===== src/hw/rtl/pmr_pkg.sv =====
// ---------------------------------------------------------------------------
// Pair mass reconstruction package
// Shared widths, codes, controller states and command types.
// ---------------------------------------------------------------------------
package pmr_pkg;

   localparam int DEF_MAX_VECTORS = 5;
   localparam int COMP_W          = 24;
   localparam int SUM_W           = 25;
   localparam int PICK_W          = 4;
   localparam int OPND_W          = 26;
   localparam int SQ_W            = 51;
   localparam int ACC_W           = 53;
   localparam int RAD_W           = 50;
   localparam int ROOT_W          = 25;
   localparam int REM_W           = 27;
   localparam int MASS_W          = 26;
   localparam int DIST_W          = 27;
   localparam int PT_W            = 50;
   localparam int STEP_W          = 5;
   localparam int ROOT_STEPS      = 25;
   localparam int MASS_SQ_STEPS   = 4;
   localparam int PT_SQ_STEPS     = 2;
   localparam logic [COMP_W-1:0] TARGET_RESET = 24'd80400;

   typedef struct packed {
      logic signed [COMP_W-1:0] x;
      logic signed [COMP_W-1:0] y;
      logic signed [COMP_W-1:0] z;
      logic [COMP_W-1:0]        e;
   } vec_type;

   typedef enum logic {
      CSR_TARGET_MASS = 1'b0,
      CSR_SELECT_MODE = 1'b1
   } csr_idx_type;

   typedef enum logic {
      MODE_MASS = 1'b0,
      MODE_PT   = 1'b1
   } mode_type;

   typedef enum logic [3:0] {
      ST_IDLE, ST_MS_RD, ST_MS_SUM, ST_MS_SQ, ST_ROOT_INIT, ST_ROOT, ST_MS_CMP,
      ST_PT_RD, ST_PT_SUM, ST_PT_SQ, ST_PT_UPD, ST_EM_RD, ST_EM_SUM, ST_DONE
   } state_type;

   typedef enum logic [1:0] {
      SQ_E, SQ_X, SQ_Y, SQ_Z
   } sq_sel_type;

   typedef enum logic [1:0] {
      ACC_NONE, ACC_LOAD, ACC_ADD, ACC_SUB
   } acc_op_type;

   typedef struct packed {
      logic              wr_en;
      logic              rd_pick;
      logic [PICK_W-1:0] idx_a;
      logic [PICK_W-1:0] idx_b;
      logic              sum_en;
      logic              sq_en;
      sq_sel_type        sq_sel;
      acc_op_type        acc_op;
      logic              root_init;
      logic              root_step;
      logic              mass_cmp;
      logic              pt_upd;
      logic              clear_best;
      logic              out_load;
      logic              out_flag;
   } cmd_type;

   typedef struct packed {
      mode_type mode;
   } sts_type;

endpackage


===== src/hw/rtl/pmr_ctrl.sv =====
// ---------------------------------------------------------------------------
// Pair mass reconstruction controller
// Load counting, pair and vector sequencing, result handshake.
// ---------------------------------------------------------------------------
module pmr_ctrl import pmr_pkg::*; #(
   parameter int MAX_VECTORS = DEF_MAX_VECTORS
) (
   input  logic    clock,
   input  logic    reset,
   input  logic    req_valid,
   output logic    req_ready,
   input  logic    req_last_vector,
   output logic    rsp_valid,
   input  logic    rsp_ready,
   input  sts_type sts,
   output cmd_type cmd
);

   localparam int CNTW = $clog2(MAX_VECTORS + 1);

   state_type         state_ff, state_in;
   logic [CNTW-1:0]   count_ff, count_in;
   logic              ovf_ff, ovf_in;
   logic [CNTW-1:0]   ia_ff, ia_in;
   logic [CNTW-1:0]   ib_ff, ib_in;
   logic [STEP_W-1:0] step_ff, step_in;
   logic              flag_ff, flag_in;
   logic              rsp_valid_ff, rsp_valid_in;

   logic [CNTW-1:0] n_now;
   logic            ovf_now;
   logic [CNTW:0]   ia_next, ia_skip, ib_next;

   always_ff @(posedge clock) begin
      if (reset) begin
         state_ff     <= ST_IDLE;
         count_ff     <= '0;
         ovf_ff       <= 1'b0;
         ia_ff        <= '0;
         ib_ff        <= '0;
         step_ff      <= '0;
         flag_ff      <= 1'b0;
         rsp_valid_ff <= 1'b0;
      end else begin
         state_ff     <= state_in;
         count_ff     <= count_in;
         ovf_ff       <= ovf_in;
         ia_ff        <= ia_in;
         ib_ff        <= ib_in;
         step_ff      <= step_in;
         flag_ff      <= flag_in;
         rsp_valid_ff <= rsp_valid_in;
      end
   end

   assign rsp_valid = rsp_valid_ff;
   assign req_ready = (state_ff == ST_IDLE);
   assign ia_next   = {1'b0, ia_ff} + (CNTW+1)'(1);
   assign ia_skip   = {1'b0, ia_ff} + (CNTW+1)'(2);
   assign ib_next   = {1'b0, ib_ff} + (CNTW+1)'(1);

   always_comb begin
      state_in     = state_ff;
      count_in     = count_ff;
      ovf_in       = ovf_ff;
      ia_in        = ia_ff;
      ib_in        = ib_ff;
      step_in      = step_ff;
      flag_in      = flag_ff;
      rsp_valid_in = rsp_valid_ff && !rsp_ready;
      cmd          = '0;
      cmd.sq_sel   = SQ_E;
      cmd.acc_op   = ACC_NONE;
      cmd.idx_a    = PICK_W'(ia_ff);
      cmd.idx_b    = PICK_W'(ib_ff);
      n_now        = count_ff;
      ovf_now      = ovf_ff;

      unique case (state_ff)
         ST_IDLE: begin
            if (req_valid) begin
               cmd.idx_a = PICK_W'(count_ff);
               if (count_ff < CNTW'(MAX_VECTORS)) begin
                  cmd.wr_en = 1'b1;
                  n_now     = count_ff + CNTW'(1);
               end else begin
                  ovf_now   = 1'b1;
               end
               count_in = n_now;
               ovf_in   = ovf_now;
               if (req_last_vector) begin
                  // Close the set: start from zero picks.
                  cmd.clear_best = 1'b1;
                  flag_in        = ovf_now;
                  ia_in          = '0;
                  ib_in          = CNTW'(1);
                  step_in        = '0;
                  if (ovf_now || n_now < CNTW'(2)) begin
                     state_in = ST_EM_RD;
                  end else if (sts.mode == MODE_MASS) begin
                     state_in = ST_MS_RD;
                  end else begin
                     state_in = ST_PT_RD;
                  end
               end
            end
         end
         ST_MS_RD:  state_in = ST_MS_SUM;
         ST_MS_SUM: begin
            cmd.sum_en = 1'b1;
            step_in    = '0;
            state_in   = ST_MS_SQ;
         end
         ST_MS_SQ: begin
            cmd.sq_en  = (step_ff < STEP_W'(MASS_SQ_STEPS));
            cmd.sq_sel = sq_sel_type'(step_ff[1:0]);
            if (step_ff == '0) begin
               cmd.acc_op = ACC_NONE;
            end else if (step_ff == STEP_W'(1)) begin
               cmd.acc_op = ACC_LOAD;
            end else begin
               cmd.acc_op = ACC_SUB;
            end
            step_in = step_ff + STEP_W'(1);
            if (step_ff == STEP_W'(MASS_SQ_STEPS)) begin
               state_in = ST_ROOT_INIT;
            end
         end
         ST_ROOT_INIT: begin
            cmd.root_init = 1'b1;
            step_in       = '0;
            state_in      = ST_ROOT;
         end
         ST_ROOT: begin
            cmd.root_step = 1'b1;
            step_in       = step_ff + STEP_W'(1);
            if (step_ff == STEP_W'(ROOT_STEPS - 1)) begin
               state_in = ST_MS_CMP;
            end
         end
         ST_MS_CMP: begin
            cmd.mass_cmp = 1'b1;
            // Advance in order (0,1),(0,2),...,(n-2,n-1).
            if (ib_next < {1'b0, count_ff}) begin
               ib_in    = ib_next[CNTW-1:0];
               state_in = ST_MS_RD;
            end else if (ia_skip < {1'b0, count_ff}) begin
               ia_in    = ia_next[CNTW-1:0];
               ib_in    = ia_skip[CNTW-1:0];
               state_in = ST_MS_RD;
            end else begin
               state_in = ST_EM_RD;
            end
         end
         ST_PT_RD: begin
            cmd.idx_b = PICK_W'(ia_ff);
            state_in  = ST_PT_SUM;
         end
         ST_PT_SUM: begin
            cmd.sum_en = 1'b1;
            step_in    = '0;
            state_in   = ST_PT_SQ;
         end
         ST_PT_SQ: begin
            cmd.sq_en  = (step_ff < STEP_W'(PT_SQ_STEPS));
            cmd.sq_sel = (step_ff == '0) ? SQ_X : SQ_Y;
            if (step_ff == '0) begin
               cmd.acc_op = ACC_NONE;
            end else if (step_ff == STEP_W'(1)) begin
               cmd.acc_op = ACC_LOAD;
            end else begin
               cmd.acc_op = ACC_ADD;
            end
            step_in = step_ff + STEP_W'(1);
            if (step_ff == STEP_W'(PT_SQ_STEPS)) begin
               state_in = ST_PT_UPD;
            end
         end
         ST_PT_UPD: begin
            cmd.pt_upd = 1'b1;
            if (ia_next < {1'b0, count_ff}) begin
               ia_in    = ia_next[CNTW-1:0];
               state_in = ST_PT_RD;
            end else begin
               state_in = ST_EM_RD;
            end
         end
         ST_EM_RD: begin
            cmd.rd_pick = 1'b1;
            state_in    = ST_EM_SUM;
         end
         ST_EM_SUM: begin
            cmd.sum_en = 1'b1;
            state_in   = ST_DONE;
         end
         ST_DONE: begin
            // Hold until the output register is free.
            if (!rsp_valid_ff || rsp_ready) begin
               cmd.out_load = 1'b1;
               cmd.out_flag = flag_ff;
               rsp_valid_in = 1'b1;
               count_in     = '0;
               ovf_in       = 1'b0;
               state_in     = ST_IDLE;
            end
         end
         default: state_in = ST_IDLE;
      endcase
   end

endmodule


===== src/hw/rtl/pmr_datapath.sv =====
// ---------------------------------------------------------------------------
// Pair mass reconstruction datapath
// Vector store, pair sums, square-accumulate, bit-serial root, selection.
// ---------------------------------------------------------------------------
module pmr_datapath import pmr_pkg::*; #(
   parameter int MAX_VECTORS = DEF_MAX_VECTORS
) (
   input  logic                     clock,
   input  logic                     reset,
   input  cmd_type                  cmd,
   output sts_type                  sts,
   input  logic                     csr_we,
   input  logic                     csr_index,
   input  logic [COMP_W-1:0]        csr_wdata,
   input  logic signed [COMP_W-1:0] req_mom_x,
   input  logic signed [COMP_W-1:0] req_mom_y,
   input  logic signed [COMP_W-1:0] req_mom_z,
   input  logic [COMP_W-1:0]        req_energy,
   output logic signed [SUM_W-1:0]  rsp_sum_x,
   output logic signed [SUM_W-1:0]  rsp_sum_y,
   output logic signed [SUM_W-1:0]  rsp_sum_z,
   output logic [SUM_W-1:0]         rsp_sum_energy,
   output logic [PICK_W-1:0]        rsp_first_pick,
   output logic [PICK_W-1:0]        rsp_second_pick,
   output logic                     rsp_too_many
);

   localparam int IDXW = (MAX_VECTORS > 1) ? $clog2(MAX_VECTORS) : 1;

   vec_type mem [MAX_VECTORS];

   logic [COMP_W-1:0] target_ff;
   mode_type          mode_ff;

   logic [IDXW-1:0] addr_a, addr_b;
   vec_type         rd_a_ff, rd_b_ff;
   logic            same_ff;

   logic signed [SUM_W-1:0] sx_ff, sy_ff, sz_ff;
   logic [SUM_W-1:0]        se_ff;

   logic signed [OPND_W-1:0]   opnd;
   logic signed [2*OPND_W-1:0] sq_full;
   logic [SQ_W-1:0]            prod_ff;
   logic signed [ACC_W-1:0]    acc_ff;
   logic signed [ACC_W-1:0]    acc_neg;

   logic              neg_ff;
   logic [RAD_W-1:0]  rad_ff;
   logic [REM_W-1:0]  rem_ff;
   logic [ROOT_W-1:0] root_ff;
   logic [REM_W+1:0]  rem_try, rem_sub;

   logic signed [MASS_W-1:0] mass;
   logic signed [DIST_W-1:0] diff;
   logic [DIST_W-1:0]        mass_dist;
   logic [DIST_W-1:0]        best_ff;
   logic                     best_vld_ff;

   logic [IDXW-1:0] pick_a_ff, pick_b_ff;
   logic [PT_W-1:0] pt0_ff, pt1_ff;
   logic [IDXW-1:0] r0_sw, r1_sw;
   logic [PT_W-1:0] p0_sw, p1_sw;
   logic [PT_W-1:0] pt_cur;
   logic [IDXW-1:0] cur_idx;

   logic signed [SUM_W-1:0] out_x_ff, out_y_ff, out_z_ff;
   logic [SUM_W-1:0]        out_e_ff;
   logic [PICK_W-1:0]       out_lo_ff, out_hi_ff;
   logic                    out_flag_ff;

   assign sts.mode = mode_ff;

   // Configuration registers.
   always_ff @(posedge clock) begin
      if (reset) begin
         target_ff <= TARGET_RESET;
         mode_ff   <= MODE_MASS;
      end else if (csr_we) begin
         unique case (csr_idx_type'(csr_index))
            CSR_TARGET_MASS: target_ff <= csr_wdata;
            CSR_SELECT_MODE: mode_ff   <= mode_type'(csr_wdata[0]);
            default:         target_ff <= target_ff;
         endcase
      end
   end

   // Vector store: one write port, two registered read ports.
   assign addr_a  = cmd.rd_pick ? pick_a_ff : cmd.idx_a[IDXW-1:0];
   assign addr_b  = cmd.rd_pick ? pick_b_ff : cmd.idx_b[IDXW-1:0];
   assign cur_idx = cmd.idx_a[IDXW-1:0];

   always_ff @(posedge clock) begin
      if (cmd.wr_en) begin
         mem[cur_idx] <= '{x: req_mom_x, y: req_mom_y, z: req_mom_z, e: req_energy};
      end
      rd_a_ff <= mem[addr_a];
      rd_b_ff <= mem[addr_b];
      same_ff <= (addr_a == addr_b);
   end

   // Pair sum, or a single vector when both reads hit one entry.
   always_ff @(posedge clock) begin
      if (cmd.sum_en) begin
         if (same_ff) begin
            sx_ff <= SUM_W'(rd_a_ff.x);
            sy_ff <= SUM_W'(rd_a_ff.y);
            sz_ff <= SUM_W'(rd_a_ff.z);
            se_ff <= SUM_W'(rd_a_ff.e);
         end else begin
            sx_ff <= SUM_W'(rd_a_ff.x) + SUM_W'(rd_b_ff.x);
            sy_ff <= SUM_W'(rd_a_ff.y) + SUM_W'(rd_b_ff.y);
            sz_ff <= SUM_W'(rd_a_ff.z) + SUM_W'(rd_b_ff.z);
            se_ff <= {1'b0, rd_a_ff.e} + {1'b0, rd_b_ff.e};
         end
      end
   end

   // Shared squarer, one operand a cycle; the registered product is accumulated in the cycle after.
   always_comb begin
      unique case (cmd.sq_sel)
         SQ_E:    opnd = $signed({1'b0, se_ff});
         SQ_X:    opnd = OPND_W'(sx_ff);
         SQ_Y:    opnd = OPND_W'(sy_ff);
         SQ_Z:    opnd = OPND_W'(sz_ff);
         default: opnd = '0;
      endcase
   end

   assign sq_full = opnd * opnd;

   always_ff @(posedge clock) begin
      if (cmd.sq_en) begin
         prod_ff <= sq_full[SQ_W-1:0];
      end
      unique case (cmd.acc_op)
         ACC_LOAD: acc_ff <= $signed({{(ACC_W-SQ_W){1'b0}}, prod_ff});
         ACC_ADD:  acc_ff <= acc_ff + $signed({{(ACC_W-SQ_W){1'b0}}, prod_ff});
         ACC_SUB:  acc_ff <= acc_ff - $signed({{(ACC_W-SQ_W){1'b0}}, prod_ff});
         default:  acc_ff <= acc_ff;
      endcase
   end

   // Restoring square root, one result bit a cycle.
   assign acc_neg = -acc_ff;
   assign rem_try = {rem_ff, rad_ff[RAD_W-1 -: 2]};
   assign rem_sub = rem_try - {2'b00, root_ff, 2'b01};

   always_ff @(posedge clock) begin
      if (cmd.root_init) begin
         neg_ff  <= acc_ff[ACC_W-1];
         rad_ff  <= acc_ff[ACC_W-1] ? acc_neg[RAD_W-1:0] : acc_ff[RAD_W-1:0];
         rem_ff  <= '0;
         root_ff <= '0;
      end else if (cmd.root_step) begin
         rad_ff <= {rad_ff[RAD_W-3:0], 2'b00};
         if (rem_try >= {2'b00, root_ff, 2'b01}) begin
            rem_ff  <= rem_sub[REM_W-1:0];
            root_ff <= {root_ff[ROOT_W-2:0], 1'b1};
         end else begin
            rem_ff  <= rem_try[REM_W-1:0];
            root_ff <= {root_ff[ROOT_W-2:0], 1'b0};
         end
      end
   end

   // Distance of the signed mass from the target.
   assign mass      = neg_ff ? -$signed({1'b0, root_ff}) : $signed({1'b0, root_ff});
   assign diff      = DIST_W'(mass) - $signed({{(DIST_W-COMP_W){1'b0}}, target_ff});
   assign mass_dist = diff[DIST_W-1] ? DIST_W'(-diff) : DIST_W'(diff);

   // Two highest pT: swap the leaders, then test the new vector.
   assign pt_cur = acc_ff[PT_W-1:0];
   always_comb begin
      if (pt0_ff < pt1_ff) begin
         r0_sw = pick_b_ff;
         r1_sw = pick_a_ff;
         p0_sw = pt1_ff;
         p1_sw = pt0_ff;
      end else begin
         r0_sw = pick_a_ff;
         r1_sw = pick_b_ff;
         p0_sw = pt0_ff;
         p1_sw = pt1_ff;
      end
   end

   always_ff @(posedge clock) begin
      if (reset) begin
         best_vld_ff <= 1'b0;
         pick_a_ff   <= '0;
         pick_b_ff   <= '0;
      end else if (cmd.clear_best) begin
         best_vld_ff <= 1'b0;
         pick_a_ff   <= '0;
         pick_b_ff   <= '0;
      end else if (cmd.mass_cmp) begin
         if (!best_vld_ff || mass_dist < best_ff) begin
            best_vld_ff <= 1'b1;
            best_ff     <= mass_dist;
            pick_a_ff   <= cur_idx;
            pick_b_ff   <= cmd.idx_b[IDXW-1:0];
         end
      end else if (cmd.pt_upd) begin
         if (cur_idx == IDXW'(0)) begin
            pick_a_ff <= cur_idx;
            pt0_ff    <= pt_cur;
         end else if (cur_idx == IDXW'(1)) begin
            pick_b_ff <= cur_idx;
            pt1_ff    <= pt_cur;
         end else begin
            pick_a_ff <= r0_sw;
            pt0_ff    <= p0_sw;
            if (pt_cur > p1_sw) begin
               pick_b_ff <= cur_idx;
               pt1_ff    <= pt_cur;
            end else begin
               pick_b_ff <= r1_sw;
               pt1_ff    <= p1_sw;
            end
         end
      end
   end

   // Output register.
   always_ff @(posedge clock) begin
      if (cmd.out_load) begin
         out_x_ff    <= sx_ff;
         out_y_ff    <= sy_ff;
         out_z_ff    <= sz_ff;
         out_e_ff    <= se_ff;
         out_lo_ff   <= PICK_W'((pick_a_ff < pick_b_ff) ? pick_a_ff : pick_b_ff);
         out_hi_ff   <= PICK_W'((pick_a_ff < pick_b_ff) ? pick_b_ff : pick_a_ff);
         out_flag_ff <= cmd.out_flag;
      end
   end

   assign rsp_sum_x       = out_x_ff;
   assign rsp_sum_y       = out_y_ff;
   assign rsp_sum_z       = out_z_ff;
   assign rsp_sum_energy  = out_e_ff;
   assign rsp_first_pick  = out_lo_ff;
   assign rsp_second_pick = out_hi_ff;
   assign rsp_too_many    = out_flag_ff;

endmodule


===== src/hw/rtl/pair_mass_reconstruction_core.sv =====
// ---------------------------------------------------------------------------
// Pair mass reconstruction core
// Loads a set of four-momenta and returns the pair closest to a target mass
// or the two highest-pT vectors.
// ---------------------------------------------------------------------------
// A set is loaded one vector per request transaction; the transaction with
// last_vector closes it and yields one response transaction. In mass mode
// every unordered pair is read and summed, squared and accumulated on the
// shared squarer, set up for and passed through the bit-serial square root,
// and compared with the best so far. In pT mode each vector is read, squared
// on the same squarer and tested against the two leaders. An overflowed set
// or a set of one goes straight to the final read-out. Requests are refused
// while a set is being evaluated; loading of the next set may proceed while
// the response still waits in the output register. The store has MAX_VECTORS
// entries; further vectors are dropped and too_many is raised.
// ---------------------------------------------------------------------------
module pair_mass_reconstruction_core import pmr_pkg::*; #(
   parameter int MAX_VECTORS = DEF_MAX_VECTORS
) (
   input  logic                     clock,
   input  logic                     reset,
   // Configuration writes
   input  logic                     csr_we,
   input  logic                     csr_index,
   input  logic [COMP_W-1:0]        csr_wdata,
   // Request channel: one four-vector per transaction
   input  logic                     req_valid,
   output logic                     req_ready,
   input  logic signed [COMP_W-1:0] req_mom_x,
   input  logic signed [COMP_W-1:0] req_mom_y,
   input  logic signed [COMP_W-1:0] req_mom_z,
   input  logic [COMP_W-1:0]        req_energy,
   input  logic                     req_last_vector,
   // Response channel: chosen combination
   output logic                     rsp_valid,
   input  logic                     rsp_ready,
   output logic signed [SUM_W-1:0]  rsp_sum_x,
   output logic signed [SUM_W-1:0]  rsp_sum_y,
   output logic signed [SUM_W-1:0]  rsp_sum_z,
   output logic [SUM_W-1:0]         rsp_sum_energy,
   output logic [PICK_W-1:0]        rsp_first_pick,
   output logic [PICK_W-1:0]        rsp_second_pick,
   output logic                     rsp_too_many
);

   cmd_type cmd;
   sts_type sts;

   // Sequencer: counts the set, walks pairs or vectors, owns rsp_valid.
   pmr_ctrl #(
      .MAX_VECTORS (MAX_VECTORS)
   ) u_ctrl (
      .clock           (clock),
      .reset           (reset),
      .req_valid       (req_valid),
      .req_ready       (req_ready),
      .req_last_vector (req_last_vector),
      .rsp_valid       (rsp_valid),
      .rsp_ready       (rsp_ready),
      .sts             (sts),
      .cmd             (cmd)
   );

   // Store, arithmetic and the output register.
   pmr_datapath #(
      .MAX_VECTORS (MAX_VECTORS)
   ) u_datapath (
      .clock           (clock),
      .reset           (reset),
      .cmd             (cmd),
      .sts             (sts),
      .csr_we          (csr_we),
      .csr_index       (csr_index),
      .csr_wdata       (csr_wdata),
      .req_mom_x       (req_mom_x),
      .req_mom_y       (req_mom_y),
      .req_mom_z       (req_mom_z),
      .req_energy      (req_energy),
      .rsp_sum_x       (rsp_sum_x),
      .rsp_sum_y       (rsp_sum_y),
      .rsp_sum_z       (rsp_sum_z),
      .rsp_sum_energy  (rsp_sum_energy),
      .rsp_first_pick  (rsp_first_pick),
      .rsp_second_pick (rsp_second_pick),
      .rsp_too_many    (rsp_too_many)
   );

endmodule


===== config.mk =====
export PLATFORM = sky130hd
export DESIGN_NAME = pair_mass_reconstruction_core
export DESIGN_NICKNAME = d
export VERILOG_FILES = /design/src/hw/rtl/pmr_pkg.sv /design/src/hw/rtl/pmr_ctrl.sv /design/src/hw/rtl/pmr_datapath.sv /design/src/hw/rtl/pair_mass_reconstruction_core.sv
export SDC_FILE = /design/constraint.sdc
export NUM_CORES = 2
export LEC_CHECK = 0
export BUFFER_PORTS_ARGS = -buffer_cell sky130_fd_sc_hd__buf_2
export CORE_MARGIN = 5
export CORE_UTILIZATION = 35
export CTS_CLUSTER_SIZE = 25
export DETAILED_ROUTE_END_ITERATION = 7
export PLACE_DENSITY = 0.61
export SYNTH_ARGS = -nofsm -noshare
export SYNTH_HDL_FRONTEND = slang
export SYNTH_SLANG_ARGS = --single-unit

===== constraint.sdc =====
create_clock -name clock -period 30.4 [get_ports clock]
set_input_delay 4.56 -clock clock [delete_from_list [all_inputs] [get_ports clock]]
set_output_delay 4.56 -clock clock [all_outputs]
set_load 0.02 [all_outputs]

==> metrics <==
status=completed; global-route wire length before repair=374000 um; DR iter-0 viols=4248; leading cell types in the layout, fill and taps excluded=inv_1, edfxtp_1, nand2_1, fa_1, nor2_1; Resized cells post-CTS=0; reg2reg path depth=37; max_cap viols=0; Final period util=0.384; critical path arrival=12180 ps; Die ar.=259000 um^2; syn avg cell area=10.7 um^2; post-synth cell types=87; reg-to-reg endpoint=u_datapath.prod_ff[45]; ys async rst share=0; gr usage total=0.186; WS Path Type=reg2reg; layout cells sized above 1=0.114; fin. max-slew vios=0; clock skew=65.0 ps; R2R Setup Slk=18720 ps; die height=509 um; RSZ-0062 raised after global routing=no; synthesized area=87200 um^2; slowest stage delay, CP=830 ps; H-tree depth=4; GRT overflow=0; ANT nets after route=0; area of the multi-input gates=47200 um^2; most numerous cell on the critical path=inv_1; worst slew pin tran=1230 ps; clock slew at reported path FFs=60 ps; Final TNS setup=0 ps; # IOs=238; post-synthesis sequential area ratio=0.402; area occupied by registers=35000 um^2; Num CTS Buffers=149; fin nets=9550; Post-CTS Setup Inserts=0; WL/cell=20.7 um; CP max FO=50; CP Launch Point=u_ctrl.state_ff[3]; number of fill cells in the layout=24000; post-synthesis cell count=8115; commonest non-fill, non-tap cell in the layout=inv_1; vias in the first global route=62000; Max Clk Rate=85.6 MHz; DP HPWL=180000 um; via count=60100; Syn. warnings=0; EDFF count, synth=968; Fin. Hold Viols=0; core area=248000 um^2; Slowest-stage cell, CP=dfxtp_1; minimum clock period=11680 ps; initial antenna violation count=31; CP endpoint kind=flip-flop; commonest register cell after synthesis=edfxtp_1; drt total wl=243000 um; Crit Reg-Reg Startpoint=u_ctrl.state_ff[3]; Starting Density=0.351; Slew headroom=0.181; vias per cell=5.12; buffers added on ports=235; CP Capture Point=u_datapath.prod_ff[45]; # hold bufs at CTS=0; clock sink total=1266; CTS tree=yes; placer congestion estimate=0.909; Root Driver=clkbuf_16; P&R area growth vs syn=11.7%; Final setup violation count=0; type of origin of the critical path=flip-flop; synthesized flop and latch total=1266; largest net degree at the start of global routing=194; Pre-antenna DRT Iters=5; drt drc=0; # rows=183; Chip Width=509 um; Hold Crit Class=reg2reg; clock latency on the worst-skew pair=820 ps; Max Root-Sink Buffers=3; Req. time, crit path=30910 ps
## synthesized netlist by cell type (6+ instances only)
| library cell | number | area [um^2] |
|---|---|---|
| a2111oi_0 | 6 | 52.6 |
| a211o_1 | 8 | 70.1 |
| a211oi_1 | 42 | 315 |
| a21boi_0 | 15 | 113 |
| a21o_1 | 144 | 1080 |
| a21oi_1 | 512 | 2560 |
| a221oi_1 | 6 | 52.6 |
| a31oi_1 | 33 | 206 |
| a41oi_1 | 12 | 105 |
| and2_1 | 37 | 231 |
| and3_1 | 32 | 200 |
| and4_1 | 9 | 78.8 |
| buf_1 | 53 | 199 |
| clkbuf_1 | 261 | 980 |
| dfxtp_1 | 298 | 5970 |
| edfxtp_1 | 968 | 29100 |
| fa_1 | 662 | 13300 |
| ha_1 | 491 | 6140 |
| inv_1 | 1071 | 4020 |
| mux2_2 | 255 | 2870 |
| mux2i_1 | 215 | 2150 |
| mux4_2 | 96 | 2160 |
| nand2_1 | 825 | 3100 |
| nand2b_1 | 60 | 375 |
| nand3_1 | 64 | 320 |
| nand4_1 | 45 | 282 |
| nor2_1 | 555 | 2080 |
| nor2b_1 | 38 | 238 |
| nor3_1 | 67 | 335 |
| nor3b_1 | 6 | 45.0 |
| nor4_1 | 23 | 144 |
| o211ai_1 | 29 | 218 |
| o21a_1 | 42 | 315 |
| o21ai_0 | 488 | 2440 |
| o21bai_1 | 30 | 225 |
| o22ai_1 | 10 | 62.6 |
| o31ai_1 | 48 | 360 |
| o41ai_1 | 20 | 175 |
| or2_2 | 10 | 62.6 |
| or3_1 | 28 | 175 |
| or4_1 | 17 | 128 |
| xnor2_1 | 211 | 1850 |
| xor2_1 | 167 | 1460 |
## worst min path at each step
| stage | startpoint | endpoint | slack (ps) | cells after the start |
|---|---|---|---|---|
| floorplan | u_datapath.se_ff[3] | u_datapath.rsp_sum_energy[3] | 420 | 0 |
| global placement | u_datapath.sx_ff[21] | u_datapath.rsp_sum_x[21] | 440 | 0 |
| detailed placement | u_datapath.sz_ff[20] | u_datapath.rsp_sum_z[20] | 440 | 0 |
| CTS | u_datapath.mem[4][55] | u_datapath.rd_b_ff[55] | 450 | 2 |
| global route | u_datapath.sz_ff[20] | u_datapath.rsp_sum_z[20] | 470 | 0 |
| finish | u_datapath.target_ff[21] | u_datapath.target_ff[21] | 460 | 2 |
## through the flow
stage | hold WS [ps] | setup WS [ps] | utilization | instance area, um^2 | cells
2_1_floorplan | 421 | 15860 | - | 87200 | 8118
3_3_place_gp | 441 | 18910 | 0.371 | 92200 | 11400
3_5_place_dp | 442 | 18750 | 0.371 | 92200 | 11400
4_1_cts | 447 | 18720 | 0.392 | 97400 | 11700
5_1_grt | 474 | 18080 | 0.392 | 97400 | 11700
6_report | 456 | 18720 | 0.392 | 97400 | 11700
## layer usage
| layer | vias to the layer above | GRT usage | routed length [um] |
|---|---|---|---|
| met5 | - | 0 | 228 |
| met1 | 29800 | 0.247 | 106000 |
| met3 | 389 | 0.0303 | 14000 |
| met4 | 32 | 0.0626 | 8850 |
| li1 | 28100 | - | - |
| met2 | 1702 | 0.310 | 114000 |
## flip-flops by register name (all words and copies together) (netlist names), 5 cells and up
signal / cells
u_datapath.rd_b_ff: 96
u_datapath.pt1_ff: 50
u_datapath.root_ff: 25
u_datapath.rsp_sum_y: 25
u_datapath.mem: 480
u_datapath.target_ff: 24
u_datapath.pt0_ff: 50
u_datapath.rd_a_ff: 96
u_datapath.rem_ff: 27
u_datapath.sx_ff: 25
u_datapath.rad_ff: 50
u_datapath.se_ff: 25
u_ctrl.step_ff: 5
u_datapath.prod_ff: 50
u_datapath.sz_ff: 25
u_datapath.rsp_sum_energy: 25
u_datapath.rsp_sum_x: 25
u_datapath.rsp_sum_z: 25
u_datapath.best_ff: 27
u_datapath.sy_ff: 25
u_datapath.acc_ff: 53
## area by class of cell
class | instances | share of cell area
inverters | 1075 | 0.0414
repair buffers | 317 | 0.0187
multi-input cells | 5461 | 0.484
clock inverters | 74 | 0.00993
clock buffers | 201 | 0.0431
well taps | 3330 | 0.0428
flip-flops and latches | 1266 | 0.360
diodes | 11 | 0.000283
## logic make-up (layout without fill, tap and decap cells)
family                     Yosys count  in the layout  share of synthesized area
and+or+nand+nor                   1845           1845                     0.0922
AOI/OAI and AO/OA                 1514           1514                      0.103
buffers and inverters             1391           1667                     0.0600
DFF                               1266           1266                      0.402
adders and majority gates         1154           1154                      0.223
muxes                              566            566                     0.0824
xor gates and xnor gates           378            378                     0.0380
other                                1             15                  0.0000430
## worst max-delay path: cells and delay by family (launching register included)
family / cells / cell delay (ps)
adder cells (fa/ha/maj): 8 / 3900
AND/OR/NAND/NOR: 6 / 2170
AO/OA/AOI/OAI: 10 / 2370
buffers and inverters: 11 / 1660
multiplexers: 1 / 280
flip-flops: 1 / 830
XOR/XNOR: 1 / 140
Power is left out: the tool's default activity adds up to more than one toggle a clock period on the data nets, which glitch-free logic cannot reach.
